[config.mk]
export PLATFORM = sky130hd
export DESIGN_NAME = rsmv_div
export DESIGN_NICKNAME = d
export VERILOG_FILES = /design/src/rtl/core/rsmv_pkg.sv /design/src/rtl/core/rsmv_div.sv
export SDC_FILE = /design/constraint.sdc
export NUM_CORES = 1
export LEC_CHECK = 0
export BUFFER_PORTS_ARGS = -buffer_cell sky130_fd_sc_hd__buf_2
export CAP_MARGIN = 20
export CELL_PAD_IN_SITES_DETAIL_PLACEMENT = 1
export CELL_PAD_IN_SITES_GLOBAL_PLACEMENT = 1
export CORE_MARGIN = 1.5
export CORE_UTILIZATION = 50
export CTS_CLUSTER_SIZE = 25
export DETAILED_ROUTE_END_ITERATION = 8
export PLACE_DENSITY = 0.92
export SYNTH_ARGS = -nofsm -noshare
export SYNTH_HDL_FRONTEND = slang
export SYNTH_SLANG_ARGS = --single-unit
[constraint.sdc]
create_clock -name clk -period 5.96 [get_ports clk]
set_input_delay 0.596 -clock clk [delete_from_list [all_inputs] [get_ports clk]]
set_output_delay 0.596 -clock clk [all_outputs]
set_load 0.005 [all_outputs]
[src/rtl/core/rsmv_pkg.sv]
// Shared types and constants of the rate set statistics block.
`timescale 1ns / 1ps
package rsmv_pkg;

	localparam int RATE_W = 24;
	localparam int FRAC_W = 16;
	localparam int CNT_W  = 7;
	localparam int CFG_W  = 24;

	localparam logic REG_PEER_COUNT = 1'b0;
	localparam logic REG_RATE_FLOOR = 1'b1;

	localparam logic [CNT_W-1:0]  PEER_COUNT_RST = 7'd3;
	localparam logic [RATE_W-1:0] RATE_FLOOR_RST = 24'd10;

	typedef struct packed {
		logic [RATE_W-1:0] upload_rate;
		logic [RATE_W-1:0] download_rate;
		logic              last_item;
	} in_item_t;

	typedef struct packed {
		logic [RATE_W-1:0] median_upload;
		logic [RATE_W-1:0] median_download;
		logic [RATE_W-1:0] median_ratio;
		logic [RATE_W-1:0] variation;
		logic              variation_valid;
		logic [CNT_W-1:0]  item_count;
		logic              set_ready;
	} out_item_t;

endpackage

[src/rtl/core/rsmv_div.sv]
// Restoring divider, one quotient bit per cycle, quotient saturated to 24 bits.
`timescale 1ns / 1ps
module rsmv_div #(
	parameter int NW = 40,
	parameter int DW = 24
) (
	input  logic                        clk,
	input  logic                        arst_n,
	input  logic                        start,
	input  logic [NW-1:0]               num,
	input  logic [DW-1:0]               den,
	output logic                        done,
	output logic [rsmv_pkg::RATE_W-1:0] quo
);
	localparam int QW = rsmv_pkg::RATE_W;
	localparam int LW = (NW > DW + QW) ? NW : DW + QW;
	localparam int SW = $clog2(QW);

	logic          active_q;
	logic          done_q;
	logic [LW-1:0] rem_q;
	logic [LW-1:0] dsh_q;
	logic [SW-1:0] step_q;
	logic [QW-1:0] quo_q;

	always_ff @(posedge clk or negedge arst_n) begin
		if (!arst_n) begin
			active_q <= 1'b0;
			done_q   <= 1'b0;
		end else begin
			done_q <= 1'b0;
			if (start) begin
				// quotient would not fit: saturate at once
				if (LW'(num) >= (LW'(den) << QW)) begin
					quo_q  <= '1;
					done_q <= 1'b1;
				end else begin
					rem_q    <= LW'(num);
					dsh_q    <= LW'(den) << (QW - 1);
					step_q   <= SW'(QW - 1);
					quo_q    <= '0;
					active_q <= 1'b1;
				end
			end else if (active_q) begin
				if (rem_q >= dsh_q) begin
					rem_q         <= rem_q - dsh_q;
					quo_q[step_q] <= 1'b1;
				end
				dsh_q <= dsh_q >> 1;
				if (step_q == '0) begin
					active_q <= 1'b0;
					done_q   <= 1'b1;
				end else begin
					step_q <= step_q - 1'b1;
				end
			end
		end
	end

	assign done = done_q;
	assign quo  = quo_q;

endmodule

==> impl_results.md <==
* Crit Path Class: reg2reg
* Post-synthesis compound-gate area fraction at 21.31%
* Starting DRT DRC Count at 468
* Fin. max-slew vios at 0
* CP max stage delay at 0.68 ns
* Antenna diode count at 0
* Antenna violations before repair at 0
* CP Data Arrival Time at 4.14 ns
* Synth Flop Type: edfxtp_1
* DIE HEIGHT at 134.5 microns
* Num Clock Sinks at 126
* Asr flop ratio synth at 1.587%
* XOR/XNOR Fraction of Synth Area at 3.241%
* Slew HR at 26.95%
* Most frequent cells in the layout: edfxtp_1 (124), nand2_1 (103), buf_2 (90)
* Post-synthesis adder-cell area fraction at 9.926%
* P&R area growth vs syn at 14.34%
* Met2 Track Usage GR at 53.16%
* Commonest non-fill, non-tap cell in the layout: edfxtp_1
* Final wirelength at 26580 microns
* Mapped Area at 8647 sq um
* Layout cells sized above 1 at 14.47%
* GRT met1 Usage at 36.48%
* Starting Density at 51.59%
* Port-buffer cells at 91
* Num rows at 47
* Maximum number of pins on one net before global-route repair at 122
* Maximum vdd ir drop at 0.1983 mV
* Comb pwr share at 32.0%
* Max Clock Freq at 0.2464 GHz
* CP Cell Sequence: ha_1 -> fa_1 -> nor2b_1 -> o31a_1 -> o221ai_1 -> a21oi_1 -> or2_2 -> o2111ai_1 -> a41oi_1 -> o211a_2 -> buf_4
* Switching Share at 34.37%
* Final worst slack at 1.901 ns
* Layer carrying the most global-route usage: met2
* CTS buffer count at 17
* Total power at 3.222 mW
* Syn nets at 1060
* RSZ-0062 raised after global routing: false
* Post-route cell area at 9887 sq um
* Worst path bufs/invs at 1
* Die footprint at 18090 sq um
* Routed Antenna Nets at 0
* Period utilization at 68.10%
* Post-route DRC violation count at 0
* Startpoint Class: flip-flop
* Drt via density at 6.207
* Util after Layout at 58.99%
* Nets@finish at 1138
* Final Non-Filler Cells at 1236
* Reg2reg start: dsh_q[0]
* Synth warn at 0
* CTS clock-pin slew for the worst setup and hold paths at 0.06 ns
* Vias at 7672
* Cell-internal power at 2.114 mW
* Sum of negative setup slack at 0 ns
* Pre-Repair DR Iteration Count at 5
* Cell variety after synth at 69
* Total track usage at 29.93%
* Power share of the clock group at 32.2%
* GRT met3 Usage at 3.866%
* Hold Path Origin: den[18]
* Max FO, Critical Path at 26
* Crit end category: flip-flop
* Pwr/cell area at 325.8 nW/um^2
* Worst hold margin at 0.4584 ns
* Mux share of post-synthesis cell area at 0.7669%
* Mapped Cells at 925
* DP Area at 9249 sq um
* Gpl congestion at 0.8626
* Min-Delay Endpoint: dsh_q[41]
* HPWL after detailed placement at 18480 microns
* Register bit total from synthesis at 126
* Vias in the first global route at 8185
* Number of synthesized flops with an enable pin at 124
* Setup slack, reg-to-reg at 1.90 ns
* Psw at 1.107 mW
* Setup violators final at 0
* Hold depth at 3
* R2R Path End: rem_q[1]
* Final Hold Vio Count at 0
* Die Width at 134.5 microns
* Data required, critical path at 6.04 ns
* Dpl cells at 1201
* Min-Delay Path Class: in2reg
* Worst skew pair latency at 0.43 ns
* Postcts setup bufs at 0
* Clock root buffer: clkbuf_16
* Max_cap viols at 0
* Mapped Avg Cell Area at 9.348 sq um
* Congestion Overflow GR at 0
* Top Ports at 92
* H-tree levels at 4
* CTS max path bufs at 2
* Simple-gate share of the synthesized area at 15.80%
* Combinational family with the most area after synthesis: compound AO/OA/AOI/OAI gates
* Core area at 16760 sq um
* Mean routed wirelength per cell at 21.51 microns
* CTS tree: yes
* Sequential power share at 35.9%
* Layout Skew at 0.009081 ns
* Leakage at 4.208 nW
* Critical path's slowest cell: o211a_2
* Run status: finished, final reports clean
* Worst slack at placement at 1.839 ns
* Final min period at 4.059 ns
* Post-synthesis sequential area ratio at 43.64%
* Slew at the pin closest to its max-slew limit at 1.096 ns
* R2r worst-path depth at 11
* Global-route wire length before repair at 42190 microns
* Crit-path leading delay family: compound AO/OA/AOI/OAI gates
power by group through the flow:
stage | registers [mW] | clock network (mW) | logic, mW
after floorplan | 1.16 | 0 | 0.702
after global placement | 1.16 | 0 | 0.921
after detailed placement | 1.17 | 0 | 0.973
after CTS | 1.16 | 1.04 | 1.00
after global routing | 1.17 | 1.07 | 1.12
final | 1.16 | 1.04 | 1.03
sequential cells by signal, indices dropped and copies added, names as in the netlist:
signal    cells
dsh_q        47
rem_q        48
quo          24
done          1
step_q        5
active_q      1
worst register-to-register path, delay by kind of cell, from the launching register on:
family / cells / cell delay [ns]
AOI/OAI and AO/OA: 6 / 1.84
adders and majority gates: 2 / 0.63
buffers and inverters: 1 / 0.51
DFF: 1 / 0.37
and+or+nand+nor: 2 / 0.36
worst max path at each step:
stage | slack [ns] | start | cells after the start | endpoint
global placement | 2.04 | den[1] | 12 | rem_q[0]
finish | 1.90 | dsh_q[0] | 11 | rem_q[1]
CTS | 1.93 | dsh_q[0] | 11 | rem_q[31]
detailed placement | 1.84 | num[29] | 11 | rem_q[22]
global route | 1.72 | rem_q[0] | 12 | rem_q[31]
floorplan | 2.33 | den[1] | 10 | dsh_q[0]
area by class of cell:
class                      instances  area (sq um)
inverter                          80         300.3
tap                              220         275.3
clock buffer                      18         429.2
sequential                       126          3774
fill                            1918          6873
clock inverter                    14         143.9
timing repair buffer              97         549.3
multi-input combinational        681          4415
routing by layer:
layer / vias to the layer above / share of wire, %
met5: - / 0
met4: 0 / 2.9
met3: 58 / 3.9
met2: 236 / 51
met1: 3823 / 42
li1: 3555 / -
Yosys cell counts, types with 4 or more instances:
library cell,number,area [sq um]
a21o_1,28,210.2
a31oi_1,9,56.30
nand2_1,103,386.6
o31ai_1,7,52.55
a211oi_1,31,232.7
nor3b_1,5,37.54
nand4_1,15,93.84
o21ai_0,76,380.4
a21oi_1,70,350.3
nor4_1,10,62.56
or4_1,5,37.54
ha_1,67,838.3
xor2_1,15,131.4
and3_1,11,68.82
edfxtp_1,124,3724
mux2_2,4,45.04
nand3_1,17,85.08
clkbuf_1,29,108.9
nand2b_1,5,31.28
and2_1,6,37.54
nor3_1,16,80.08
o21ai_1,6,30.03
xnor2_1,17,148.9
inv_1,80,300.3
buf_1,6,22.52
o21a_1,8,60.06
o21bai_1,10,75.07
nor2_1,71,266.5
nor2b_1,15,93.84
repair_timing:
action	4_1_cts	5_1_grt
gates resized for setup	0	0
hold buffers	1	0
hold endpoints to repair	2	0
cells by family after synthesis:
family,Yosys count
and+or+nand+nor,290
AOI/OAI and AO/OA,285
DFF,126
buffers and inverters,118
adders and majority gates,68
xor gates and xnor gates,32
muxes,6
No activity file was read; power rests on OpenSTA's default activity.
