==> config.mk <==
export PLATFORM = sky130hd
export DESIGN_NAME = rsmv_sqrt
export DESIGN_NICKNAME = d
export VERILOG_FILES = /design/src/rtl/core/rsmv_pkg.sv /design/src/rtl/core/rsmv_sqrt.sv
export SDC_FILE = /design/constraint.sdc
export NUM_CORES = 1
export LEC_CHECK = 0
export ABC_AREA = 1
export BUFFER_PORTS_ARGS = -buffer_cell sky130_fd_sc_hd__buf_4
export CAP_MARGIN = 25
export CORE_MARGIN = 8
export CORE_UTILIZATION = 50
export DETAILED_ROUTE_END_ITERATION = 8
export GPL_TIMING_DRIVEN = 1
export HOLD_SLACK_MARGIN = 0.03
export PLACE_DENSITY = 0.66
export SETUP_SLACK_MARGIN = 0.1
export SLEW_MARGIN = 40
export SYNTH_ARGS = -nofsm -noshare
export SYNTH_HDL_FRONTEND = slang
export SYNTH_SLANG_ARGS = --single-unit
==> constraint.sdc <==
create_clock -name clk -period 4.4 [get_ports clk]
set_input_delay 0.22 -clock clk [delete_from_list [all_inputs] [get_ports clk]]
set_output_delay 0.22 -clock clk [all_outputs]
set_load 0.01 [all_outputs]
==> src/rtl/core/rsmv_pkg.sv <==
// Shared types and constants of the rate set statistics block.
`timescale 1ns / 1ps
package rsmv_pkg;

	localparam int RATE_W = 24;
	localparam int FRAC_W = 16;
	localparam int CNT_W  = 7;
	localparam int CFG_W  = 24;

	localparam logic REG_PEER_COUNT = 1'b0;
	localparam logic REG_RATE_FLOOR = 1'b1;

	localparam logic [CNT_W-1:0]  PEER_COUNT_RST = 7'd3;
	localparam logic [RATE_W-1:0] RATE_FLOOR_RST = 24'd10;

	typedef struct packed {
		logic [RATE_W-1:0] upload_rate;
		logic [RATE_W-1:0] download_rate;
		logic              last_item;
	} in_item_t;

	typedef struct packed {
		logic [RATE_W-1:0] median_upload;
		logic [RATE_W-1:0] median_download;
		logic [RATE_W-1:0] median_ratio;
		logic [RATE_W-1:0] variation;
		logic              variation_valid;
		logic [CNT_W-1:0]  item_count;
		logic              set_ready;
	} out_item_t;

endpackage

==> src/rtl/core/rsmv_sqrt.sv <==
// Digit-by-digit integer square root of the operand scaled by 2^32, one bit per cycle.
`timescale 1ns / 1ps
module rsmv_sqrt #(
	parameter int VW = 62
) (
	input  logic                                       clk,
	input  logic                                       arst_n,
	input  logic                                       start,
	input  logic [VW-1:0]                              val,
	output logic                                       done,
	output logic [(VW+2*rsmv_pkg::FRAC_W)/2-1:0]      root
);
	localparam int RW = (VW + 2 * rsmv_pkg::FRAC_W) / 2;
	localparam int XW = 2 * RW;
	localparam int SW = $clog2(RW);

	logic          active_q;
	logic          done_q;
	logic [XW-1:0] x_q;
	logic [RW+1:0] rem_q;
	logic [RW-1:0] root_q;
	logic [SW-1:0] step_q;
	logic [RW+1:0] r2;
	logic [RW+1:0] trial;

	assign r2    = {rem_q[RW-1:0], x_q[XW-1 -: 2]};
	assign trial = {root_q, 2'b01};

	always_ff @(posedge clk or negedge arst_n) begin
		if (!arst_n) begin
			active_q <= 1'b0;
			done_q   <= 1'b0;
		end else begin
			done_q <= 1'b0;
			if (start) begin
				x_q      <= XW'({val, {(2 * rsmv_pkg::FRAC_W){1'b0}}});
				rem_q    <= '0;
				root_q   <= '0;
				step_q   <= SW'(RW - 1);
				active_q <= 1'b1;
			end else if (active_q) begin
				if (r2 >= trial) begin
					rem_q  <= r2 - trial;
					root_q <= {root_q[RW-2:0], 1'b1};
				end else begin
					rem_q  <= r2;
					root_q <= {root_q[RW-2:0], 1'b0};
				end
				x_q <= x_q << 2;
				if (step_q == '0) begin
					active_q <= 1'b0;
					done_q   <= 1'b1;
				end else begin
					step_q <= step_q - 1'b1;
				end
			end
		end
	end

	assign done = done_q;
	assign root = root_q;

endmodule

==> run summary, run 1 <==
The flow ran to the end, and the final reports show no timing, DRC or antenna violations. For the design area, the log shows 14500 µm². In the synthesized netlist, the cells that appear most often are 453 x nand2_1, 296 x inv_1, 194 x edfxtp_1, 104 x nand3_1. The core region is 25100 µm². The run gives 39.4% as the relative contribution of sequential cells to total power. After floorplanning, the core was divided into 58 placement rows. The via count of the first global-routing pass came out at 10900.

The logs give 30900 µm² for the area enclosed by the die boundary and 31.6% for the combinational share of power. Setup repair after global routing left no endpoint under its margin. Compared with the post-synthesis result, the final layout area differs by 13.8%. Of all nets on the critical path, the largest fanout is 16. The critical path startpoint category is a flip-flop. The synthesized design contains 196 register bits. By instance count, the leading cell after synthesis is nand2_1.

The tools report the max-slew violation count as 0. The analysis attributes to net switching a power of 2.24 mW. Clock tree root buffer cell: clkbuf_16. The count of max-cap constraint violations was 0; the leftover overflow at the end of global routing was 0. The number of flops mapped to enable cells by yosys is 194, and the antenna diode instance count is 0. Once detailed placement completed, the half-perimeter wirelength came to 25600 µm. Biggest area consumer among synthesized cells: edfxtp_1. The total setup violations reported at the end of the flow is 0.

The logs give 5 for the number of search-and-repair iterations in the first detailed-routing pass and 47.6% for the worst max-slew margin expressed relative to the limit. Summing the sequential cell areas from Yosys gives 46.1% of the chip area. For the number of design-rule violations left by the first detailed-router iteration, the log shows 912.

Global-route total usage across every layer: 22.8%. The number of failing hold endpoints at the final stage was 0. At the pin with the least slew margin, the transition time is 0.786 ns. The pin count of the biggest net entering global routing was 80; the power per standard cell area was 413 nW/µm². Counting along the longest clock path gives a buffer depth of 2.

The number of antenna violations at the first check in global routing is 0, and the largest voltage drop on the vdd net is 0.295 mV. Dividing the synthesized area by the synthesized cell count gives 8.03 µm². In the finished design, the share of the clock period the worst path needs comes to 70.2%.

The mapped netlist covers 12700 µm². The congestion estimate from routability-driven global placement came to 0.997. The worst hold path belongs to the class in2reg. In this run the cell area measured after placement is 13800 µm². Leading register cell type out of synthesis: edfxtp_1. The share of post-route cells with drive strength above 1 is 10.8%. The worst setup path is captured at a flip-flop.

The count of nets after finishing is 1792. For this design the static power due to leakage is 6.89 nW. For the data required time at the worst endpoint, the log shows 4.61 ns. The synthesized netlist net count was 1704. In the final routed layout, each cell accounts on average for 17.4 µm. The clock tree synthesis step divided the H-tree into 4 levels. TritonCTS built the clock tree. The boundary pin count was 113; the fmax was 0.324 GHz. The number of inserted filler cells in the final layout is 2425.

The share of total power in the clock network is 29.0%, and the aggregate negative setup slack is 0 ns. The initial core utilization is 50.8%. The worst path in the final design needs a cycle of 3.09 ns, including I/O delays and setup. The tools report the total clock buffers created by CTS as 17. The worst setup path is of the reg2reg kind. Arrival time of data at the critical path endpoint: 3.30 ns. Across the routed clock network, the largest skew measured is 0.0207 ns. In the synthesized netlist the async set-or-reset flop fraction comes to 1.02%. The post-detailed-route via-to-cell ratio is 5.43, and the width of the die is 176 µm.

The wire length of the first global-routing pass is 57000 µm. For this run, design rule violations remaining after detail routing come to 0. The aggregate routed wire length was 35200 µm; the clock transition time at the flip-flop clock pins of the worst setup and hold paths was 0.09 ns. Post-CTS repair changed the size of 0 cells.

Cell internal power was estimated by the tool at 3.75 mW. Input and output buffers added on the ports amount to 112. The overall via count from detail_route is 11000, and the die boundary height is 176 µm. The count of nets left with antenna violations once routing finished came out at 0. By area the synthesized netlist is led by edfxtp_1 46%, nand2_1 13%, inv_1 8.7%. Yosys printed 0 warnings.

For the worst-skew pair, the clock arrives at the later sink with an insertion delay of 0.45 ns. Overall power consumption after layout is estimated at 5.99 mW. In this run the biggest area consumer among cell types represents 45.7% of the synthesized area. Net switching is 37.4% of the power. Counting every sink on the clock net gives 196. After technology mapping, the gate count stands at 1588. The number of different library cells used by synthesis comes to 37.
==> final timing paths <==
path | slack (ns) | cells after the start | to | start
max | 1.31 | 16 | rem_q[44] | root[40]
min | 0.05 | 3 | x_q[33] | val[1]
max reg2reg | 1.31 | 16 | rem_q[44] | root[40]
min reg2reg | 0.54 | 1 | x_q[60] | x_q[58]
max in group asynchronous | 3.72 | 2 | active_q | arst_n
min in group asynchronous | 0.31 | 2 | done | arst_n
==> logic make-up after synthesis <==
group / after synthesis / share of synthesized area, %
AOI/OAI and AO/OA: 235 / 12.0
xor gates and xnor gates: 27 / 1.86
adders and majority gates: 51 / 5.01
buffers and inverters: 366 / 11.4
DFF: 196 / 46.1
and+or+nand+nor: 713 / 23.6
==> power by group through the flow <==
stage	Sequential, mW	Combinational (mW)	Clock [mW]
finish	2.36	1.89	1.74
global route	2.38	2.14	1.82
CTS	2.36	1.88	1.76
detailed placement	2.40	1.87	0
global placement	2.39	1.86	0
floorplan	2.39	1.35	0
==> area by class of cell <==
class / instances / area, µm² / share of cell area, %
Clock inverter: 15 / 228 / 1.57
Timing Repair Buffer: 127 / 976 / 6.73
Sequential cell: 196 / 5880 / 40.5
Tap cell: 330 / 413 / 2.85
Multi-Input combinational cell: 1026 / 5430 / 37.4
Inverter: 308 / 1160 / 7.99
Clock buffer: 17 / 425 / 2.93
==> routing by layer <==
layer  up-vias  part of all wire, %  GRT usage [%]
li1       5466                    -              -
met1      5215                   46           30.6
met2       261                   47           37.6
met3        30                  5.5           4.38
met4         0                  1.5           5.55
met5         -                    0              0
==> stage by stage <==
stage	hold WS [ns]	utilization, %	std cells	setup WS (ns)
global placement	0.230	55.0	1985	1.34
floorplan	-0.0756	-	1588	0.574
global route	0.0430	57.8	2019	0.986
CTS	0.0428	57.8	2019	1.33
finish	0.0462	57.8	2019	1.31
detailed placement	0.224	55.1	1986	1.36
==> placed cells by master, fill, tap and decap left out, types with 26 or more instances in the layout <==
master and count:
nand2_1 453, inv_1 296, edfxtp_1 194, buf_4 123, nand3_1 104, o22ai_1 76, nor2_1 75, a22o_1 60
ha_1 51, nand4_1 45, a21oi_1 43, o21ai_0 26
==> critical path, stage by stage, from the launching register on <==
cell      delay (ns)
edfxtp_1        0.43
inv_1           0.14
ha_1            0.32
nand2_1         0.18
inv_2           0.04
nand2_1         0.10
inv_1           0.06
nand2_1         0.12
inv_1           0.05
nand2_1         0.06
nand2_1         0.07
a21oi_2         0.15
nand3_2         0.35
nand2_1         0.53
nand2_1         0.10
nand2_1         0.10
nand2_1         0.04
==> what timing repair did <==
action,in CTS,in global routing
hold endpoints to repair,2,0
buffers inserted,0,0
hold buffers,1,0
==> flip-flops by register name, indices dropped and copies added, names as in the netlist <==
| register | cells |
|---|---|
| rem_q | 47 |
| step_q | 6 |
| done | 1 |
| x_q | 94 |
| active_q | 1 |
| root | 47 |
Power figures use the tool's default switching activity.
==> run 2, diff against run 1 <==
- ABC_AREA: 1 -> 0
- PLACE_DENSITY: 0.66 -> 0.69
- clock period: 4.4 -> 2.8 ns (I/O delays scaled with it)
==> run summary, run 2 <==
The number of placed instances, taps included is 1704, and the count of nets after finishing is 1609. Data arrives at the worst endpoint at 3.17 ns. By area the synthesized netlist is led by edfxtp_1 48%, mux2i_1 8.4%, ha_1 5.3%. The filler-free cell count of the finished design was 1830; the synthesized netlist net count was 1256.

edfxtp_1 is the most common cell in the netlist. Ranked by instance count, the synthesized netlist is headed by 194 x edfxtp_1, 150 x nor2_1, 102 x mux2i_1, 63 x inv_1, 61 x nand2_1. The biggest area consumer among synthesized cells was edfxtp_1. For this design the top-level I/O count stands at 113. The synthesis-to-layout area growth was 40.8%; the transition at the pin with the smallest max-transition slack was 0.618 ns.

For this block, the initial DRC count from the detailed router was 763. The detail route stage leaves a number of antenna-violating nets equal to 0. The run gives 17100 µm² as the design area. Of the post-synthesis cell area, the dominant cell type holds 48.0%. The post-detailed-route via-to-cell ratio is 5.65. The completed layout was analyzed and its total power is 10.3 mW. At the end of the flow the core is filled with cells to 70.9%. The run finished, with violations left. The die boundary height came out at 172 µm.

The congestion estimate from routability-driven global placement came to 0.912. Global routing consumed, over all layers together, 23.2% of the routing resources. The tightest min-delay check is of the in2reg type. On the final layout, the worst clock skew is 0.0156 ns.

The die is 172 µm wide. Aggregate negative setup slack: -5.00 ns. The logs give 14800 µm² for the post-placement cell area and 58.8% for the worst max-slew margin expressed relative to the limit. The run gives 21900 µm as the half-perimeter wire length after placement. The leftover overflow at the end of global routing is 0, and the power per standard cell area is 605 nW/µm². Number of flops mapped to enable cells by yosys: 194.

Setup repair after global routing could not meet its margin everywhere. The floorplan step defined a die boundary enclosing 29500 µm². The register with the most flip-flops in the layout has 94 of them. The clock transition time at the flip-flop clock pins of the worst setup and hold paths was 0.10 ns.

Based on the critical path, the design can be clocked at up to 0.334 GHz. The worst setup path is captured at a flip-flop. Detailed routing inserted a total of 10300 vias.

For this run, the detailed router's first-pass iteration total came to 5. Number of antenna violations at the first check in global routing: 0. The slowest stage of the critical path is the edfxtp_1 cell. The H-tree was split into 4 levels. For this configuration, the core starts out at a cell density of 50.4%. The tools report the aggregate routed wire length as 34800 µm. In the layout the commonest cells are 326 x buf_4, 194 x edfxtp_1, 148 x nor2_1. The final reports fail on setup timing. The number of failing hold endpoints at the final stage was 0.

The leading register cell type out of synthesis was edfxtp_1. The tool flagged a number of max-cap violations equal to 0. In this run, distinct cell masters in the synthesized netlist total 78. The run gives 17 as the total clock buffers created by CTS. The clock net in this run drives a total of 196 sinks. Walking the worst path, the cells encountered are ha_4, nand4_1, nor3_4, a32oi_2, a31oi_4, o21ai_4, o211ai_4, and2_4, buf_12, mux2i_1, a211oi_1. TritonCTS built the clock tree. The longest clock path from root to sink contains 2 buffers. The delay contributed by the slowest stage of the critical path was 0.44 ns; the highest net fanout along the worst path was 9.

Post-route clock period utilization: 107%. The area inside the core boundary is 24100 µm², and the pin count of the biggest net entering global routing is 84. During placement, the flow inserted port buffers numbering 112. The tools report the critical path startpoint category as a flip-flop. In the final layout, the share of cells above drive strength 1 is 35.1%. The kind of cell adding the most delay to the critical path was compound AO/OA/AOI/OAI gates.

In the final routed layout, each cell accounts on average for 19.0 µm. The number of warnings issued by yosys came out at 0. Synthesis handed over a netlist of 1140 instances. Via count of the first global-routing pass: 10500. The register name with the most flops was x_q. At the placement stage, the worst setup path has a slack of -0.243 ns. In this run the cell area of the synthesized design comes to 12100 µm².

The clock period minus worst slack is 2.99 ns, and the static leakage is 7.48 nW. Antenna diode instance count: 0. The library cell used most frequently in the layout, excluding fill and tap cells, is buf_4. The worst-case IR drop observed on VDD is 0.371 mV.

The sequential fraction of the synthesis area is 48.4%. The tools report the later-pin clock latency in the skew report as 0.46 ns. Synthesis inferred 196 register bits. For the remaining design rule violation count, the log shows 0.

The startpoint-to-endpoint class of the critical path was reg2reg. A synthesized cell averages 10.7 µm². After synthesis, the share of flip-flops with an asynchronous set or reset is 1.02%. The logs give 54300 µm for the wire length of the first global-routing pass and 0 for the max-slew violation count. Buffer and inverter count on the worst path: 1. Setup violations remaining at the end of the flow were counted as 45. For the data required time at the worst endpoint, the log shows 2.98 ns. The clock tree root buffer cell was clkbuf_16.

The tools report the final worst setup slack as -0.193 ns. The run gives 0.0452 ns as the hold slack. The number of core rows was 57.
-- run 2: cell count changes in the layout (fill, tap and decap cells not counted), sizes merged, moves of 13 or more --
cell / previous run / this run
a21o: 1 / 17
buf: 126 / 348
a211oi: 1 / 33
a311oi: 0 / 13
nand2: 453 / 63
nor2: 83 / 151
inv: 316 / 76
nand4: 45 / 20
nand3: 105 / 19
xor2: 4 / 18
o22ai: 76 / 4
dlygate4sd3: 1 / 61
mux2i: 0 / 102
-- run 2: logic make-up (layout without fill, tap and decap cells) --
logic type                 after synthesis  after routing  share of synthesized area (%)
adders and majority gates               51             51                           5.25
buffers and inverters                  139            504                           5.10
and+or+nand+nor                        326            327                           12.4
muxes                                  102            102                           8.41
xor gates and xnor gates                37             37                           2.67
DFF                                    196            196                           48.4
AOI/OAI and AO/OA                      289            289                           17.8
-- run 2: power breakdown --
part / switching, mW / leakage, nW / total, mW / internal (mW)
Sequential: 0.154 / 1.98 / 3.69 / 3.54
Combinational: 1.91 / 5.18 / 3.87 / 1.95
Clock: 1.49 / 0.316 / 2.79 / 1.30
-- run 2: timing repair --
action | 4_1_cts | 5_1_grt
hold buffers | 61 | 0
hold endpoints to repair | 61 | 0
gates cloned | 2 | 0
gates resized for setup | 67 | 88
endpoints found under the setup margin | 48 | 48
setup buffers | 18 | 14
pin swaps | 42 | 29
-- run 2: routing by layer --
metal	wire (µm)	vias up	GRT usage, %
li1	-	4959	-
met1	14500	5014	29.3
met2	17700	311	39.8
met3	1790	63	3.72
met4	806	0	8.36
met5	0	-	0
-- run 2: final cells by class --
cell class	count	area (µm²)
clock buffer	17	425
clock inverter	15	231
fill	1754	7010
inverter	63	236
multi-input combinational	806	6540
sequential	196	5880
tap	324	405
timing repair buffer	409	3380
-- run 2: worst paths after layout --
| kind | slack, ns | end | depth (start not counted) | start |
|---|---|---|---|---|
| worst max-delay path | -0.19 | rem_q[31] | 11 | rem_q[9] |
| min in group asynchronous | 0.10 | done | 2 | arst_n |
| worst min register to register | 0.55 | x_q[88] | 1 | x_q[86] |
| worst max register to register | -0.19 | rem_q[31] | 11 | rem_q[9] |
| worst min-delay path | 0.05 | x_q[83] | 2 | val[51] |
| max in group asynchronous | 2.33 | active_q | 2 | arst_n |
